$ cat src/hw/rtl/l2u_pkg.sv
// Shared types, constants and helpers for the Latin-1 to UTF-8 transcoder.
// No dependencies; every other file of the block refers to this package.
`default_nettype none

package l2u_pkg;

    // Marker matching limits
    localparam int MARK_MAX_LEN = 8;
    localparam int LEN_W        = 4;
    localparam int POS_W        = (MARK_MAX_LEN > 1) ? $clog2(MARK_MAX_LEN) : 1;

    // Queue between front and back
    localparam int QUEUE_AW    = 1;
    localparam int QUEUE_DEPTH = 1 << QUEUE_AW;

    // Byte constants
    localparam logic [7:0] ESC_LOW         = 8'hC2;
    localparam logic [7:0] ESC_HIGH        = 8'hC3;
    localparam logic [7:0] SMALL_A_TILDE   = 8'hE3;
    localparam logic [7:0] SMALL_C_CEDILLA = 8'hE7;
    localparam logic [7:0] FLIP            = 8'h40;
    localparam logic [7:0] CONT_LOW        = 8'h80;
    localparam logic [7:0] LEAD_LOW        = 8'hC0;

    // Held escape codes
    localparam logic [1:0] HELD_NONE = 2'd0;
    localparam logic [1:0] HELD_C2   = 2'd1;
    localparam logic [1:0] HELD_C3   = 2'd2;

    // Input actions
    localparam logic ACT_CONVERT = 1'b0;
    localparam logic ACT_FINISH  = 1'b1;

    // Register indexes
    localparam logic [2:0] REG_MARKERS_EN   = 3'd0;
    localparam logic [2:0] REG_BEGIN_MARKER = 3'd1;
    localparam logic [2:0] REG_BEGIN_LENGTH = 3'd2;
    localparam logic [2:0] REG_END_MARKER   = 3'd3;
    localparam logic [2:0] REG_END_LENGTH   = 3'd4;

    typedef struct packed {
        logic       action;
        logic [7:0] data_byte;
    } in_t;

    typedef struct packed {
        logic [7:0] out_byte;
        logic       last;
    } out_t;

    // Up to four bytes of one item, first byte in bytes[0]
    typedef struct packed {
        logic [3:0][7:0] bytes;
        logic [1:0]      last_idx;
    } entry_t;

    typedef struct packed {
        logic             markers_enabled;
        logic [63:0]      begin_marker;
        logic [LEN_W-1:0] begin_length;
        logic [63:0]      end_marker;
        logic [LEN_W-1:0] end_length;
    } cfg_t;

    // Restart request from a write of markers_enabled
    typedef struct packed {
        logic restart;
        logic markers_enabled;
    } ctl_t;

    // Clamp a length register to 1..MARK_MAX_LEN
    function automatic logic [LEN_W-1:0] eff_len(input logic [LEN_W-1:0] n);
        logic [LEN_W-1:0] r;
        r = n;
        if (r == '0) r = LEN_W'(1);
        if (r > LEN_W'(MARK_MAX_LEN)) r = LEN_W'(MARK_MAX_LEN);
        return r;
    endfunction

endpackage

`default_nettype wire

$ cat src/hw/rtl/l2u_front.sv
// Front end: accepts items, tracks region, held escape and marker match,
// and builds the output bytes of each item. Depends on l2u_pkg.
`default_nettype none

module l2u_front (
    input  wire logic            aclk,
    input  wire logic            aresetn,
    input  wire l2u_pkg::cfg_t   cfg,
    input  wire l2u_pkg::ctl_t   ctl,
    input  wire logic            s_valid,
    output logic                 s_ready,
    input  wire l2u_pkg::in_t    s_data,
    input  wire logic            q_full,
    output logic                 q_wr_en,
    output l2u_pkg::entry_t      q_wr_data
);

    logic                       in_region_reg, in_region_next;
    logic [1:0]                 held_reg, held_next;
    logic [l2u_pkg::POS_W-1:0]  pos_reg, pos_next;

    logic [7:0]                 c;
    logic [7:0]                 e;
    logic [63:0]                mk;
    logic [l2u_pkg::LEN_W-1:0]  len;
    logic [l2u_pkg::POS_W-1:0]  p;
    logic [l2u_pkg::LEN_W-1:0]  np;
    logic [l2u_pkg::POS_W-1:0]  pos_match;
    logic                       done;
    logic                       has_out;
    l2u_pkg::entry_t            ent;
    logic                       accept;

    assign s_ready = !q_full;
    assign accept  = s_valid && s_ready;
    assign c       = s_data.data_byte;
    assign e       = (held_reg == l2u_pkg::HELD_C3) ? l2u_pkg::ESC_HIGH : l2u_pkg::ESC_LOW;

    // Step the marker of the current side with restart on mismatch
    always_comb begin
        mk   = in_region_reg ? cfg.end_marker : cfg.begin_marker;
        len  = l2u_pkg::eff_len(in_region_reg ? cfg.end_length : cfg.begin_length);
        p    = ({1'b0, pos_reg} >= {1'b0, len}) ? '0 : pos_reg;
        np   = l2u_pkg::LEN_W'(p) + l2u_pkg::LEN_W'(1);
        done = 1'b0;
        if (c == mk[8*p +: 8]) begin
            if (np >= len) begin
                done      = 1'b1;
                pos_match = '0;
            end else begin
                pos_match = np[l2u_pkg::POS_W-1:0];
            end
        end else begin
            pos_match = (c == mk[7:0]) ? l2u_pkg::POS_W'(1) : '0;
        end
    end

    // Classify the item and build its bytes
    always_comb begin
        ent            = '0;
        has_out        = 1'b0;
        held_next      = held_reg;
        in_region_next = in_region_reg;
        pos_next       = pos_reg;
        if (s_data.action == l2u_pkg::ACT_FINISH) begin
            if (held_reg != l2u_pkg::HELD_NONE) begin
                ent.bytes[0] = l2u_pkg::ESC_HIGH;
                ent.bytes[1] = e ^ l2u_pkg::FLIP;
                ent.last_idx = 2'd1;
                has_out      = 1'b1;
            end
            held_next      = l2u_pkg::HELD_NONE;
            pos_next       = '0;
            in_region_next = !cfg.markers_enabled;
        end else if (in_region_reg) begin
            if (held_reg == l2u_pkg::HELD_NONE) begin
                if (c == l2u_pkg::ESC_LOW) begin
                    held_next = l2u_pkg::HELD_C2;
                end else if (c == l2u_pkg::ESC_HIGH) begin
                    held_next = l2u_pkg::HELD_C3;
                end else if (c < l2u_pkg::CONT_LOW) begin
                    ent.bytes[0] = c;
                    ent.last_idx = 2'd0;
                    has_out      = 1'b1;
                end else if (c < l2u_pkg::LEAD_LOW) begin
                    ent.bytes[0] = l2u_pkg::ESC_LOW;
                    ent.bytes[1] = c;
                    ent.last_idx = 2'd1;
                    has_out      = 1'b1;
                end else begin
                    ent.bytes[0] = l2u_pkg::ESC_HIGH;
                    ent.bytes[1] = c ^ l2u_pkg::FLIP;
                    ent.last_idx = 2'd1;
                    has_out      = 1'b1;
                end
            end else begin
                held_next = l2u_pkg::HELD_NONE;
                has_out   = 1'b1;
                if (c < l2u_pkg::CONT_LOW) begin
                    ent.bytes[0] = l2u_pkg::ESC_HIGH;
                    ent.bytes[1] = e ^ l2u_pkg::FLIP;
                    ent.bytes[2] = c;
                    ent.last_idx = 2'd2;
                end else if (c < l2u_pkg::LEAD_LOW) begin
                    // Already a valid UTF-8 pair
                    ent.bytes[0] = e;
                    ent.bytes[1] = c;
                    ent.last_idx = 2'd1;
                end else if (e == l2u_pkg::ESC_HIGH && c == l2u_pkg::ESC_HIGH) begin
                    ent.bytes[0] = l2u_pkg::ESC_HIGH;
                    ent.bytes[1] = l2u_pkg::SMALL_C_CEDILLA ^ l2u_pkg::FLIP;
                    ent.bytes[2] = l2u_pkg::ESC_HIGH;
                    ent.bytes[3] = l2u_pkg::SMALL_A_TILDE ^ l2u_pkg::FLIP;
                    ent.last_idx = 2'd3;
                end else begin
                    ent.bytes[0] = l2u_pkg::ESC_HIGH;
                    ent.bytes[1] = e ^ l2u_pkg::FLIP;
                    ent.bytes[2] = l2u_pkg::ESC_HIGH;
                    ent.bytes[3] = c ^ l2u_pkg::FLIP;
                    ent.last_idx = 2'd3;
                end
            end
            if (cfg.markers_enabled) begin
                pos_next = pos_match;
                if (done) in_region_next = 1'b0;
            end
        end else begin
            // Outside a region bytes pass unchanged
            ent.bytes[0] = c;
            ent.last_idx = 2'd0;
            has_out      = 1'b1;
            if (cfg.markers_enabled) begin
                pos_next = pos_match;
                if (done) in_region_next = 1'b1;
            end
        end
    end

    assign q_wr_en   = accept && has_out;
    assign q_wr_data = ent;

    // Advance state on each transfer; restart on reset or enable write
    always_ff @(posedge aclk) begin
        if (!aresetn) begin
            in_region_reg <= 1'b1;
            held_reg      <= l2u_pkg::HELD_NONE;
            pos_reg       <= '0;
        end else if (ctl.restart) begin
            in_region_reg <= !ctl.markers_enabled;
            held_reg      <= l2u_pkg::HELD_NONE;
            pos_reg       <= '0;
        end else if (accept) begin
            in_region_reg <= in_region_next;
            held_reg      <= held_next;
            pos_reg       <= pos_next;
        end
    end

endmodule

`default_nettype wire

$ cat src/hw/rtl/l2u_queue.sv
// Short queue of byte groups between front and back ends.
// Depends on l2u_pkg for the entry type and depth.
`default_nettype none

module l2u_queue (
    input  wire logic             aclk,
    input  wire logic             aresetn,
    input  wire logic             wr_en,
    input  wire l2u_pkg::entry_t  wr_data,
    output logic                  full,
    input  wire logic             rd_en,
    output l2u_pkg::entry_t       rd_data,
    output logic                  empty
);

    l2u_pkg::entry_t                 slot_reg [l2u_pkg::QUEUE_DEPTH];
    logic [l2u_pkg::QUEUE_AW-1:0]    wptr_reg, rptr_reg;
    logic [l2u_pkg::QUEUE_AW:0]      count_reg;

    assign full    = (count_reg == (l2u_pkg::QUEUE_AW+1)'(l2u_pkg::QUEUE_DEPTH));
    assign empty   = (count_reg == '0);
    assign rd_data = slot_reg[rptr_reg];

    // Store incoming groups
    always_ff @(posedge aclk) begin
        if (wr_en) slot_reg[wptr_reg] <= wr_data;
    end

    // Advance pointers and fill count
    always_ff @(posedge aclk) begin
        if (!aresetn) begin
            wptr_reg  <= '0;
            rptr_reg  <= '0;
            count_reg <= '0;
        end else begin
            if (wr_en) wptr_reg <= wptr_reg + l2u_pkg::QUEUE_AW'(1);
            if (rd_en) rptr_reg <= rptr_reg + l2u_pkg::QUEUE_AW'(1);
            if (wr_en && !rd_en)
                count_reg <= count_reg + (l2u_pkg::QUEUE_AW+1)'(1);
            else if (rd_en && !wr_en)
                count_reg <= count_reg - (l2u_pkg::QUEUE_AW+1)'(1);
        end
    end

    a_no_overflow: assert property (@(posedge aclk) disable iff (!aresetn)
        !(wr_en && full)) else $error("queue written while full");

    a_no_underflow: assert property (@(posedge aclk) disable iff (!aresetn)
        !(rd_en && empty)) else $error("queue read while empty");

    a_count_bound: assert property (@(posedge aclk) disable iff (!aresetn)
        count_reg <= (l2u_pkg::QUEUE_AW+1)'(l2u_pkg::QUEUE_DEPTH))
        else $error("queue count above depth");

endmodule

`default_nettype wire

$ cat src/hw/rtl/l2u_back.sv
// Back end: takes byte groups from the queue and sends one byte per
// transfer, marking the final byte of each group. Depends on l2u_pkg.
`default_nettype none

module l2u_back (
    input  wire logic             aclk,
    input  wire logic             aresetn,
    input  wire logic             q_empty,
    input  wire l2u_pkg::entry_t  q_rd_data,
    output logic                  q_rd_en,
    output logic                  m_valid,
    input  wire logic             m_ready,
    output l2u_pkg::out_t         m_data
);

    l2u_pkg::entry_t ent_reg;
    logic [1:0]      idx_reg;
    logic            valid_reg;
    logic            at_last;

    assign at_last = (idx_reg == ent_reg.last_idx);
    assign q_rd_en = !q_empty && (!valid_reg || (m_ready && at_last));

    assign m_valid         = valid_reg;
    assign m_data.out_byte = ent_reg.bytes[idx_reg];
    assign m_data.last     = at_last;

    // Load a new group or step through the current one
    always_ff @(posedge aclk) begin
        if (!aresetn) begin
            valid_reg <= 1'b0;
            idx_reg   <= '0;
        end else if (q_rd_en) begin
            valid_reg <= 1'b1;
            idx_reg   <= '0;
        end else if (valid_reg && m_ready) begin
            if (at_last) valid_reg <= 1'b0;
            else idx_reg <= idx_reg + 2'd1;
        end
    end

    // Hold group bytes
    always_ff @(posedge aclk) begin
        if (q_rd_en) ent_reg <= q_rd_data;
    end

endmodule

`default_nettype wire

$ cat src/hw/rtl/latin1_to_utf8_marked_region.sv
// Top level of the Latin-1 to UTF-8 transcoder: APB registers, front end,
// queue and back end. Depends on l2u_pkg, l2u_front, l2u_queue, l2u_back.
//
//   Channel  Ports                      Payload
//   input    s_valid s_ready s_data     l2u_pkg::in_t  (action, data_byte)
//   output   m_valid m_ready m_data     l2u_pkg::out_t (out_byte, last)
//   config   psel penable pwrite paddr  64-bit registers at 8*index
//
// An item is accepted whenever the queue has room; each item makes 0 to 4
// bytes, which leave one per cycle while m_ready is high, from the one-byte
// output register of the back end.
// Front and back stall independently through a two-entry queue.
// Reset is synchronous, active low, and restores the register defaults.
`default_nettype none

module latin1_to_utf8_marked_region (
    input  wire logic            aclk,
    input  wire logic            aresetn,
    input  wire logic            s_valid,
    output logic                 s_ready,
    input  wire l2u_pkg::in_t    s_data,
    output logic                 m_valid,
    input  wire logic            m_ready,
    output l2u_pkg::out_t        m_data,
    input  wire logic            psel,
    input  wire logic            penable,
    input  wire logic            pwrite,
    input  wire logic [5:0]      paddr,
    input  wire logic [63:0]     pwdata,
    output logic [63:0]          prdata,
    output logic                 pready
);

    l2u_pkg::cfg_t   cfg_reg;
    l2u_pkg::ctl_t   ctl;
    logic            wr;
    logic [2:0]      idx;

    logic            q_full, q_empty, q_wr_en, q_rd_en;
    l2u_pkg::entry_t q_wr_data, q_rd_data;

    assign pready = 1'b1;
    assign idx    = paddr[5:3];
    assign wr     = psel && penable && pwrite && pready;

    assign ctl.restart         = wr && (idx == l2u_pkg::REG_MARKERS_EN);
    assign ctl.markers_enabled = pwdata[0];

    // Write registers
    always_ff @(posedge aclk) begin
        if (!aresetn) begin
            cfg_reg.markers_enabled <= 1'b0;
            cfg_reg.begin_marker    <= '0;
            cfg_reg.begin_length    <= l2u_pkg::LEN_W'(1);
            cfg_reg.end_marker      <= '0;
            cfg_reg.end_length      <= l2u_pkg::LEN_W'(1);
        end else if (wr) begin
            unique case (idx)
                l2u_pkg::REG_MARKERS_EN:   cfg_reg.markers_enabled <= pwdata[0];
                l2u_pkg::REG_BEGIN_MARKER: cfg_reg.begin_marker    <= pwdata;
                l2u_pkg::REG_BEGIN_LENGTH: cfg_reg.begin_length    <= pwdata[l2u_pkg::LEN_W-1:0];
                l2u_pkg::REG_END_MARKER:   cfg_reg.end_marker      <= pwdata;
                l2u_pkg::REG_END_LENGTH:   cfg_reg.end_length      <= pwdata[l2u_pkg::LEN_W-1:0];
                default: ;
            endcase
        end
    end

    // Read back registers
    always_comb begin
        unique case (idx)
            l2u_pkg::REG_MARKERS_EN:   prdata = {63'd0, cfg_reg.markers_enabled};
            l2u_pkg::REG_BEGIN_MARKER: prdata = cfg_reg.begin_marker;
            l2u_pkg::REG_BEGIN_LENGTH: prdata = {{(64-l2u_pkg::LEN_W){1'b0}}, cfg_reg.begin_length};
            l2u_pkg::REG_END_MARKER:   prdata = cfg_reg.end_marker;
            l2u_pkg::REG_END_LENGTH:   prdata = {{(64-l2u_pkg::LEN_W){1'b0}}, cfg_reg.end_length};
            default:                   prdata = '0;
        endcase
    end

    l2u_front u_front (
        .aclk      (aclk),
        .aresetn   (aresetn),
        .cfg       (cfg_reg),
        .ctl       (ctl),
        .s_valid   (s_valid),
        .s_ready   (s_ready),
        .s_data    (s_data),
        .q_full    (q_full),
        .q_wr_en   (q_wr_en),
        .q_wr_data (q_wr_data)
    );

    l2u_queue u_queue (
        .aclk    (aclk),
        .aresetn (aresetn),
        .wr_en   (q_wr_en),
        .wr_data (q_wr_data),
        .full    (q_full),
        .rd_en   (q_rd_en),
        .rd_data (q_rd_data),
        .empty   (q_empty)
    );

    l2u_back u_back (
        .aclk      (aclk),
        .aresetn   (aresetn),
        .q_empty   (q_empty),
        .q_rd_data (q_rd_data),
        .q_rd_en   (q_rd_en),
        .m_valid   (m_valid),
        .m_ready   (m_ready),
        .m_data    (m_data)
    );

endmodule

`default_nettype wire
$ cat config.mk
export PLATFORM = sky130hd
export DESIGN_NAME = latin1_to_utf8_marked_region
export DESIGN_NICKNAME = d
export VERILOG_FILES = /design/src/hw/rtl/l2u_pkg.sv /design/src/hw/rtl/l2u_front.sv /design/src/hw/rtl/l2u_queue.sv /design/src/hw/rtl/l2u_back.sv /design/src/hw/rtl/latin1_to_utf8_marked_region.sv
export SDC_FILE = /design/constraint.sdc
export NUM_CORES = 1
export LEC_CHECK = 0
export ABC_AREA = 1
export BUFFER_PORTS_ARGS = -buffer_cell sky130_fd_sc_hd__buf_2
export CORE_UTILIZATION = 45
export CTS_CLUSTER_DIAMETER = 120
export DETAILED_ROUTE_END_ITERATION = 7
export RECOVER_POWER = 50
export REMOVE_ABC_BUFFERS = 1
export SYNTH_ARGS = -nofsm -noshare
export SYNTH_HDL_FRONTEND = slang
export SYNTH_HIERARCHICAL = 1
export SYNTH_SLANG_ARGS = --single-unit
$ cat constraint.sdc
create_clock -name aclk -period 4.17 [get_ports aclk]
set_input_delay 0.834 -clock aclk [delete_from_list [all_inputs] [get_ports aclk]]
set_output_delay 0.834 -clock aclk [all_outputs]
set_load 0.05 [all_outputs]
==> results of run 1 <==
[power by group through the flow]
stage	Combinational, mW	Clock [mW]	Sequential (mW)
after floorplan	1.22	0	3.19
after global placement	1.72	0	3.13
after detailed placement	1.75	0	3.14
after CTS	1.75	2.64	3.09
after global routing	1.82	2.74	3.11
final	1.64	2.59	3.07
[worst max path at each step]
stage	endpoint	slack, ns
2_1_floorplan	u_front/pos_reg[1]	-1.39
3_3_place_gp	u_front/in_region_reg	0.53
3_5_place_dp	u_front/in_region_reg	0.45
4_1_cts	u_front/in_region_reg	0.45
5_1_grt	u_front/in_region_reg	0.09
6_report	u_front/in_region_reg	0.44
[cell families (layout without fill, tap and decap cells)]
family / after synthesis / after routing / synth area share, %
xor gates and xnor gates: 6 / 6 / 0.380
other: 2 / 3 / 0.0544
adders and majority gates: 9 / 9 / 0.815
buffers and inverters: 272 / 402 / 8.98
DFF: 253 / 253 / 44.1
AOI/OAI and AO/OA: 87 / 87 / 3.48
muxes: 50 / 50 / 4.75
and+or+nand+nor: 1287 / 1287 / 37.5
[worst reg2reg max path, stage by stage (launching register included)]
cell	delay, ns
dfxtp_2	0.50
nand2_1	0.11
nand2_2	0.13
inv_1	0.08
or2_2	0.32
ha_1	0.31
inv_1	0.06
o21ai_0	0.07
nand3_1	0.11
nand3_2	0.14
nor2_4	0.31
inv_2	0.29
nand3_1	0.17
nand2_1	0.09
nand2_1	0.13
nand3_1	0.09
nand2_1	0.10
nand2_1	0.07
nor2_2	0.15
nand3_1	0.10
nand2_1	0.09
nand3_1	0.07
nand3_1	0.10
nand2_1	0.05
[cell usage in the layout (no fill, tap or decap), types with 7 or more instances in the layout]
master / count
nand2_1: 631
nor2_1: 440
nand3_1: 165
inv_1: 161
buf_2: 153
dfxtp_1: 150
edfxtp_1: 102
o21ai_0: 45
clkbuf_16: 29
mux2_1: 28
a21oi_1: 18
mux2i_1: 16
buf_4: 15
or2_2: 13
clkbuf_1: 11
nor3_1: 10
ha_1: 9
o22ai_1: 8
nand4_1: 7
[stage by stage]
stage	hold slack (ns)	area [µm²]	util (%)
after detailed placement	0.487	14700	49.1
after floorplan	0.463	13200	-
after global placement	0.475	14700	49.1
after global routing	0.516	15600	52.0
final	0.494	15600	52.0
after CTS	0.495	15700	52.4
[per-layer routing]
metal | track usage (%) | part of all wire (%)
met5 | 0 | 0
met4 | 5.64 | 2.2
met3 | 2.49 | 4.4
met2 | 39.4 | 47
met1 | 30.6 | 46
[synth_stat cells (all sizes together), types with 2 or more instances]
cell type / n
o22ai: 8
edfxtp: 102
buf: 65
a21oi: 18
nor2: 449
xor2: 6
nor4: 2
nand3: 167
mux2: 34
nor3: 10
o211ai: 4
or2: 13
inv: 167
nand2: 637
conb: 2
nand4: 7
ha: 9
clkbuf: 39
a21boi: 2
dfxtp: 151
mux2i: 16
nand3b: 2
o21ai: 47
a31oi: 2
[area by class of cell]
class                           count  area [µm²]
Clock buffer                       38         810
Clock inverter                     16         173
Inverter                          168         632
Multi-Input combinational cell   1442        6390
Timing Repair Buffer              180         990
Sequential cell                   253        6090
Tap cell                          390         488
Fill cell                        3107       14400
==> run metrics, run 1 <==
DRC viols 0; synth top area cells edfxtp_1 (22%), dfxtp_1 (22%), nand2_1 (17%), nor2_1 (12%), nand3_1 (6.0%); Synth area leader edfxtp_1; CTS Hold Buffers Added 0; combinational power share 22.4%; Worst path max stage delay 0.50 ns; Worst R2R Path Depth 23; R2R setup slack 0.44 ns; fin crit period 3.73 ns; Sink Count 253; Worst-Skew Late Latency 0.55 ns; initial antenna violation count 0; Pint 5.01 mW; most used cell, CP nand2_1; Sw Pwr 2.28 mW; IO Port Bufs between 150 and 200; CP Class flip-flop to flip-flop; DIE AREA 31400 µm²; mean post-synth cell area 7.03 µm²; Final Total Pwr 7.29 mW; grt total ovfl 0; crit path from u_front/in_region_reg; Root Driver clkbuf_16; Startpoint Class flip-flop; CP bufs+invs 3; DR vias 12300; final RePlAce weighted congestion 0.908; 1st-pass router iterations 5; status finished, violations left; number of top-level pins ~160; top cell type's share of synthesized area between 20 and 25%; Synth Flop Type dfxtp_1; Max-Cap Viols 1; final hold vios 0; post-CTS setup buffers 0; Data required, critical path ~4.6 ns; Inst Count DP 2433; hold crit path type flip-flop to flip-flop; Switching Fraction between 30% and 40%; R2R Path End u_front/in_region_reg; H-tree depth 1; ANT nets after route 0; sequential area share after synthesis about 44%; number of enable flip-flop cells after synthesis between 100 and 150; min-delay src cfg_reg[30]; Starting Density 46.1%; fraction of registers with async set/reset 0%; Sequential Power Share 42.1%; Tcrit/Tclk final between 80% and 90%; die height 177 µm; 1st-iter DRT viols 849; Area Growth Syn to Fin 12.8%; Peak VDD IR around 0.26 mV; hold path endpoint cfg_reg[30]; slowest CP cell dfxtp_2; max FFs per register between 100 and 150; largest net degree at the start of global routing 129; hold depth 2; Cell Rows between 60 and 70; clock buffer depth 3; Setup WS post-layout 0.435 ns; PD cells 468 nW/µm²; crit-path cells nand2_1, nand2_2, inv_1, or2_2, ha_1, inv_1, o21ai_0, nand3_1, nand3_2, nor2_4, inv_2, nand3_1, nand2_1, nand2_1, nand3_1, nand2_1, nand2_1, nor2_2, nand3_1, nand2_1, nand3_1, nand3_1, nand2_1; CTS tree yes; critical path depth in cells 23; WL per Instance 14.6 µm; Final HPWL DP 23.7 mm; Ys Warns 6; vias in the first global route 11100; share of cells above drive strength 1 12.6%; final std cells w/o fill 2487; final setup violation count 0; CTS Buf Count 29; Clock Pin Slew Worst Setup and Hold Paths 0.06 ns; count of pins over their slew limit 93; Netlist cell types 42; Max-Slew Margin vs Limit -38.7%; Crit path max-delay family simple AND/OR/NAND/NOR gates; first-pass GRT wire length 57.6 mm; Achievable Freq 0.268 GHz; Post-CTS Resized 0; worst slew pin tran 2.08 ns; Synth Instances 1966; ant diodes 0; FF-to-FF Start u_front/in_region_reg; Die Wd between 150 and 200 µm; crit-path max FO 23; overall fraction of global-route tracks in use 22.9%; synthesized area 13800 µm²; CP Capture Type flip-flop; RSZ-0062 raised after global routing false; clock skew 0.0142 ns; Final #Nets 2169; Clock Power Share a little over a third; violations in the final reports max-capacitance violations, max-slew violations; Core Area 30000 µm²; DR vias/cell 4.93; crit path DAT approximately 4.2 ns; setup TNS 0 ns; Routed WL 36.4 mm; Post-Place Setup Slack approximately 0.45 ns; Pleak approximately 7.4 nW; Synth Register Bits around 250
Power figures use the tool's default switching activity.
==> run 2: changes to the inputs <==
--- a/config.mk
+++ b/config.mk
@@ -6,8 +6,9 @@
 export NUM_CORES = 1
 export LEC_CHECK = 0
 export ABC_AREA = 1
-export BUFFER_PORTS_ARGS = -buffer_cell sky130_fd_sc_hd__buf_2
+export BUFFER_PORTS_ARGS = -buffer_cell sky130_fd_sc_hd__clkbuf_2
 export CORE_UTILIZATION = 45
+export CTS_BUF_LIST = sky130_fd_sc_hd__clkbuf_16
 export CTS_CLUSTER_DIAMETER = 120
 export DETAILED_ROUTE_END_ITERATION = 7
 export RECOVER_POWER = 50
==> run 2 against run 1 <==
Effect of this change: the run still ends with max-capacitance violations, max-slew violations left; count of clock-buffer cells in the layout is 10 lower; first-iteration DRC count is 9.7% lower; die area stayed put; sequential cell count stayed put; via count hardly changed; critical path type unchanged; largest power group unchanged.
==> run metrics, run 2 (synthesis results as in run 1) <==
Startpoint Class flip-flop (unchanged); CP Class flip-flop to flip-flop (unchanged); Final #Nets 2167 (was 2169); max FFs per register 137 (unchanged); CTS Hold Buffers Added 0 (unchanged); final setup violation count 0 (unchanged); DR vias 12300 (about the same); fin crit period 3.77 ns (was 3.73 ns); grt total ovfl 0 (unchanged); 1st-iter DRT viols 767 (was 849); CP Capture Type flip-flop (unchanged); Achievable Freq 0.265 GHz (was 0.268 GHz); clock buffer depth 3 (unchanged); CTS Buf Count 28 (was 29); Core Area 30000 µm² (unchanged); DRC viols 0 (unchanged); status finished, violations left (unchanged); Routed WL 35.9 mm (was 36.4 mm); crit-path max FO 23 (unchanged); RSZ-0062 raised after global routing false (unchanged); worst slew pin tran 2.77 ns (was 2.08 ns); number of top-level pins 162 (unchanged); Sink Count 253 (unchanged); share of cells above drive strength 1 12.1% (was 12.6%); CTS tree yes (unchanged); clock skew 0.0145 ns (was 0.0142 ns); Data required, critical path 4.61 ns (was 4.60 ns); Final Total Pwr 6.91 mW (was 7.29 mW); Area Growth Syn to Fin 11.5% (was 12.8%); WL per Instance 14.4 µm (was 14.6 µm); largest net degree at the start of global routing 129 (unchanged); most common cell after layout, fill and taps aside nand2_1 (unchanged); Tcrit/Tclk final 90.5% (was 89.6%); DR vias/cell 4.93 (about the same); vias in the first global route 11500 (was 11100); Cell Rows 63 (unchanged); 1st-pass router iterations 5 (unchanged); final hold vios 0 (unchanged); Final HPWL DP 23.5 mm (was 23.7 mm); Inst Count DP 2432 (was 2433); Worst-Skew Late Latency 0.55 ns (about the same); Crit path max-delay family simple AND/OR/NAND/NOR gates (unchanged); crit-path cells mux2i_1, nand2_1, a21oi_1, ha_1, nand2_1, inv_1, nand3_1, nand3_2, nor2_4, inv_2, nand3_1, nand2_1, nand2_1, nand3_1, nand2_1, nand2_1, nor2_2, nand3_1, nand2_1, nand3_1, nand3_1, nand2_1 (was nand2_1, nand2_2, inv_1, or2_2, ha_1, inv_1, o21ai_0, nand3_1, nand3_2, nor2_4, inv_2, nand3_1, nand2_1, nand2_1, nand3_1, nand2_1, nand2_1, nor2_2, nand3_1, nand2_1, nand3_1, nand3_1, nand2_1); DIE AREA 31400 µm² (unchanged); initial antenna violation count 0 (unchanged); final std cells w/o fill 2484 (was 2487); Layout Utilization 51.4% (was 52.0%); fillcell total 3120 (was 3107); count of pins over their slew limit 129 (was 93); most used cell, CP nand2_1 (unchanged); Peak VDD IR 0.242 mV (was 0.261 mV); PD cells 449 nW/µm² (was 468 nW/µm²); H-tree depth 1 (unchanged); IO Port Bufs 157 (unchanged); Max-Slew Margin vs Limit -84.9% (was -38.7%); Worst path max stage delay 0.51 ns (was 0.50 ns); Root Driver clkbuf_16 (unchanged); die height 177 µm (unchanged); ant diodes 0 (unchanged); first-pass GRT wire length 57.5 mm (was 57.6 mm); CP bufs+invs 2 (was 3); final RePlAce weighted congestion 0.900 (was 0.908); most frequent cells in the layout nand2_1 (631), nor2_1 (440), inv_1 (168) (was nand2_1 (631), nor2_1 (440), nand3_1 (165)); slowest CP cell dfxtp_4 (was dfxtp_2); ANT nets after route 0 (unchanged); post-CTS setup buffers 0 (unchanged); Starting Density 46.1% (unchanged); Die Wd 177 µm (unchanged); Pleak 7.35 nW (was 7.43 nW); Max-Cap Viols 1 (unchanged); violations in the final reports max-capacitance violations, max-slew violations (unchanged); setup TNS 0 ns (unchanged); crit path DAT 4.22 ns (was 4.16 ns); Post-CTS Resized 0 (unchanged); hold crit path type flip-flop to flip-flop (unchanged); overall fraction of global-route tracks in use 22.8% (was 22.9%); Clock Pin Slew Worst Setup and Hold Paths 0.06 ns (about the same)
[run 2: cell types whose count changed in the layout (fill, tap and decap cells not counted), sizes merged]
cell      delta
buf        -153
clkbuf     +142
clkinv      +10
inv          +6
clkinvlp     -5
bufinv       -3
[run 2: path summary, 6_finish.rpt]
check,from,cells after the start,slack [ns],to
min reg2reg,cfg_reg[56],2,0.50,cfg_reg[56]
max reg2reg,u_front/in_region_reg,22,0.40,u_front/in_region_reg
max,u_front/in_region_reg,22,0.40,u_front/in_region_reg
min,cfg_reg[56],2,0.50,cfg_reg[56]
[run 2: worst reg2reg max path, stage by stage (launching register included)]
cell     delay (ns)
dfxtp_4        0.51
mux2i_1        0.39
nand2_1        0.11
a21oi_1        0.23
ha_1           0.29
nand2_1        0.07
inv_1          0.04
nand3_1        0.10
nand3_2        0.15
nor2_4         0.31
inv_2          0.28
nand3_1        0.16
nand2_1        0.09
nand2_1        0.12
nand3_1        0.09
nand2_1        0.10
nand2_1        0.07
nor2_2         0.14
nand3_1        0.11
nand2_1        0.10
nand3_1        0.08
nand3_1        0.09
nand2_1        0.05
[run 2: layout make-up]
type | count | area, µm² | share of cell area (%)
multi-input combinational | 1442 | 6390 | 41.5
timing repair buffer | 179 | 988 | 6.42
clock buffer | 28 | 701 | 4.55
sequential | 253 | 6090 | 39.5
clock inverter | 24 | 113 | 0.731
inverter | 168 | 632 | 4.10
tap | 390 | 488 | 3.17
[run 2: metal layers]
metal / GRT usage (%) / share of wire [%]
met2: 39.6 / 47
met5: 0 / 0
met1: 29.9 / 46
met4: 5.93 / 2.0
met3: 2.43 / 4.5
[run 2: stage by stage]
step | hold slack (ns) | worst slack (ns) | instance area [µm²]
after floorplan | 0.463 | -1.39 | 13200
after global placement | 0.476 | 0.354 | 14700
after detailed placement | 0.487 | 0.300 | 14700
after CTS | 0.495 | 0.267 | 15500
after global routing | 0.509 | 0.146 | 15400
final | 0.497 | 0.396 | 15400
[run 2: where the power goes]
part           internal [mW]  switching, mW  total, mW
clock                   1.21          0.998       2.21
combinational          0.503           1.12       1.62
sequential              2.95          0.128       3.08
==> run 3: changes to the inputs <==
--- a/config.mk
+++ b/config.mk
@@ -6,7 +6,7 @@
 export NUM_CORES = 1
 export LEC_CHECK = 0
 export ABC_AREA = 1
-export BUFFER_PORTS_ARGS = -buffer_cell sky130_fd_sc_hd__clkbuf_2
+export BUFFER_PORTS_ARGS = -buffer_cell sky130_fd_sc_hd__buf_2
 export CORE_UTILIZATION = 45
 export CTS_BUF_LIST = sky130_fd_sc_hd__clkbuf_16
 export CTS_CLUSTER_DIAMETER = 120
==> run 3 against run 2 <==
Effect of this change: the flow still finishes with violations (max-capacitance violations, max-slew violations); worst hold slack got worse by 0.0024 ns; maximum frequency increased by 0.67%; largest cell class unchanged; largest power group unchanged; utilization increased by 0.41 points; sequential power about the same; sequential share of layout area decreased by 0.33 points; sequential cell count unchanged; power increased by 3.9%; cell count increased by 0.12%; register-to-register slack improved by 0.03 ns; critical endpoint unchanged; final area increased by 0.80%; first-iteration DRC count increased by 10%; setup slack improved by 0.025 ns.
==> run metrics, run 3 (synthesis results as in run 1) <==
DIE AREA 31400 µm² (unchanged); CTS Hold Buffers Added 0 (unchanged); PD cells 463 nW/µm² (was 449 nW/µm²); hold depth 2 (unchanged); clock buffer depth 3 (unchanged); status finished, violations left (unchanged); violations in the final reports max-capacitance violations, max-slew violations (unchanged); Pleak 7.41 nW (was 7.35 nW); Root Driver clkbuf_16 (unchanged); Area Growth Syn to Fin 12.4% (was 11.5%); ANT nets after route 0 (unchanged); first-pass GRT wire length 57.5 mm (about the same); Clock Pin Slew Worst Setup and Hold Paths 0.06 ns (about the same); met3 wire length 1.70 mm (was 1.62 mm); cell area after placement 14700 µm² (about the same); Die Wd 177 µm (unchanged); ant diodes 0 (unchanged); die height 177 µm (unchanged); Worst-Skew Late Latency 0.55 ns (about the same); most frequent cells in the layout nand2_1 (631), nor2_1 (440), nand3_1 (165), inv_1 (165), buf_2 (153) (was nand2_1 (631), nor2_1 (440), inv_1 (168)); 1st-iter DRT viols 847 (was 767); DR vias/cell 4.89 (was 4.93); initial antenna violation count 0 (unchanged); Worst R2R Path Depth 23 (was 22); overall fraction of global-route tracks in use 22.9% (was 22.8%); post-CTS setup buffers 0 (unchanged); number of top-level pins 162 (unchanged); Final #Nets 2169 (was 2167); final non-filler cell area 15500 µm² (was 15400 µm²); DRC viols 0 (unchanged); IO Port Bufs 157 (unchanged); grt total ovfl 0 (unchanged); wire length on met1 16.6 mm (was 16.5 mm); Starting Density 46.1% (unchanged); fillcell total 3112 (was 3120); max FFs per register 137 (unchanged); Achievable Freq 0.267 GHz (was 0.265 GHz); worst slew pin tran 2.10 ns (was 2.77 ns); count of pins over their slew limit 119 (was 129); Tcrit/Tclk final 89.9% (was 90.5%); share of cells above drive strength 1 12.4% (was 12.1%); H-tree depth 1 (unchanged); DR vias 12200 (was 12300); Core Area 30000 µm² (unchanged); fin crit period 3.75 ns (was 3.77 ns); Sink Count 253 (unchanged); Max-Slew Margin vs Limit -39.7% (was -84.9%); crit path DAT 4.18 ns (was 4.22 ns); Peak VDD IR 0.251 mV (was 0.242 mV); Layout Utilization 51.8% (was 51.4%); CP Capture Type flip-flop (unchanged); hold crit path type flip-flop to flip-flop (unchanged); crit-path max FO 23 (unchanged); Cell Rows 63 (unchanged); CTS Buf Count 29 (was 28); final setup violation count 0 (unchanged); most common cell after layout, fill and taps aside nand2_1 (unchanged); RSZ-0062 raised after global routing false (unchanged); Final HPWL DP 23.7 mm (was 23.5 mm); vias in the first global route 11100 (was 11500); 1st-pass router iterations 5 (unchanged); Post-CTS Resized 0 (unchanged); Setup WS post-layout 0.421 ns (was 0.396 ns); Routed met2 length 17.1 mm (was 17.0 mm); Max-Cap Viols 2 (was 1); final RePlAce weighted congestion 0.908 (was 0.900); Post-Place Setup Slack 0.449 ns (was 0.300 ns); CTS tree yes (unchanged); Routed WL 36.2 mm (was 35.9 mm); CP Class flip-flop to flip-flop (unchanged); clock skew 0.0131 ns (was 0.0145 ns); final hold vios 0 (unchanged); WL per Instance 14.6 µm (was 14.4 µm); Data required, critical path 4.60 ns (was 4.61 ns); Startpoint Class flip-flop (unchanged); largest net degree at the start of global routing 129 (unchanged); Highest Signal Layer met4 (unchanged)
## run 3: area by class of cell
type	instances	area, µm²	area share, %
clock inverter	25	206	1.33
clock buffer	29	726	4.67
timing repair buffer	180	990	6.38
inverter	168	632	4.07
tap	390	488	3.14
sequential	253	6090	39.2
multi-input combinational	1442	6390	41.2
## run 3: worst paths after layout
| path | start | slack, ns | end |
|---|---|---|---|
| max | u_front/in_region_reg | 0.42 | u_front/in_region_reg |
| min | cfg_reg[30] | 0.49 | cfg_reg[30] |
| min reg2reg | cfg_reg[30] | 0.49 | cfg_reg[30] |
| max reg2reg | u_front/in_region_reg | 0.42 | u_front/in_region_reg |
## run 3: worst max-delay path, cell delays in order, from the launching register on
cell and delay, ns:
dfxtp_2 0.49, nand2_1 0.11, nand2_2 0.13, inv_1 0.08, or2_2 0.32, ha_1 0.31, inv_1 0.06, o21ai_0 0.07
nand3_1 0.11, nand3_2 0.14, nor2_4 0.31, inv_2 0.29, nand3_1 0.16, nand2_1 0.13, nand2_1 0.11, nand3_1 0.08
nand2_1 0.11, nand2_1 0.06, nor2_2 0.13, nand3_1 0.11, nand2_1 0.10, nand3_1 0.07, nand3_1 0.10, nand2_1 0.05
## run 3: stage by stage
stage	std cells	total power [mW]	hold slack, ns	setup TNS, ns
floorplan	1863	4.41	0.463	-77.25
global placement	2433	4.85	0.475	0
detailed placement	2433	4.89	0.487	0
CTS	2487	7.38	0.495	0
global route	2487	7.56	0.516	0
finish	2487	7.18	0.494	0
## run 3: layer usage
layer,global-route usage (%),up-vias
met5,0,-
met4,5.64,0
met3,2.66,49
met2,39.3,285
met1,30.5,5480
li1,-,6356
## run 3: where the power goes
part	total [mW]	switching [mW]	internal, mW
sequential	3.07	0.117	2.95
clock	2.47	1.03	1.45
combinational	1.63	1.13	0.508
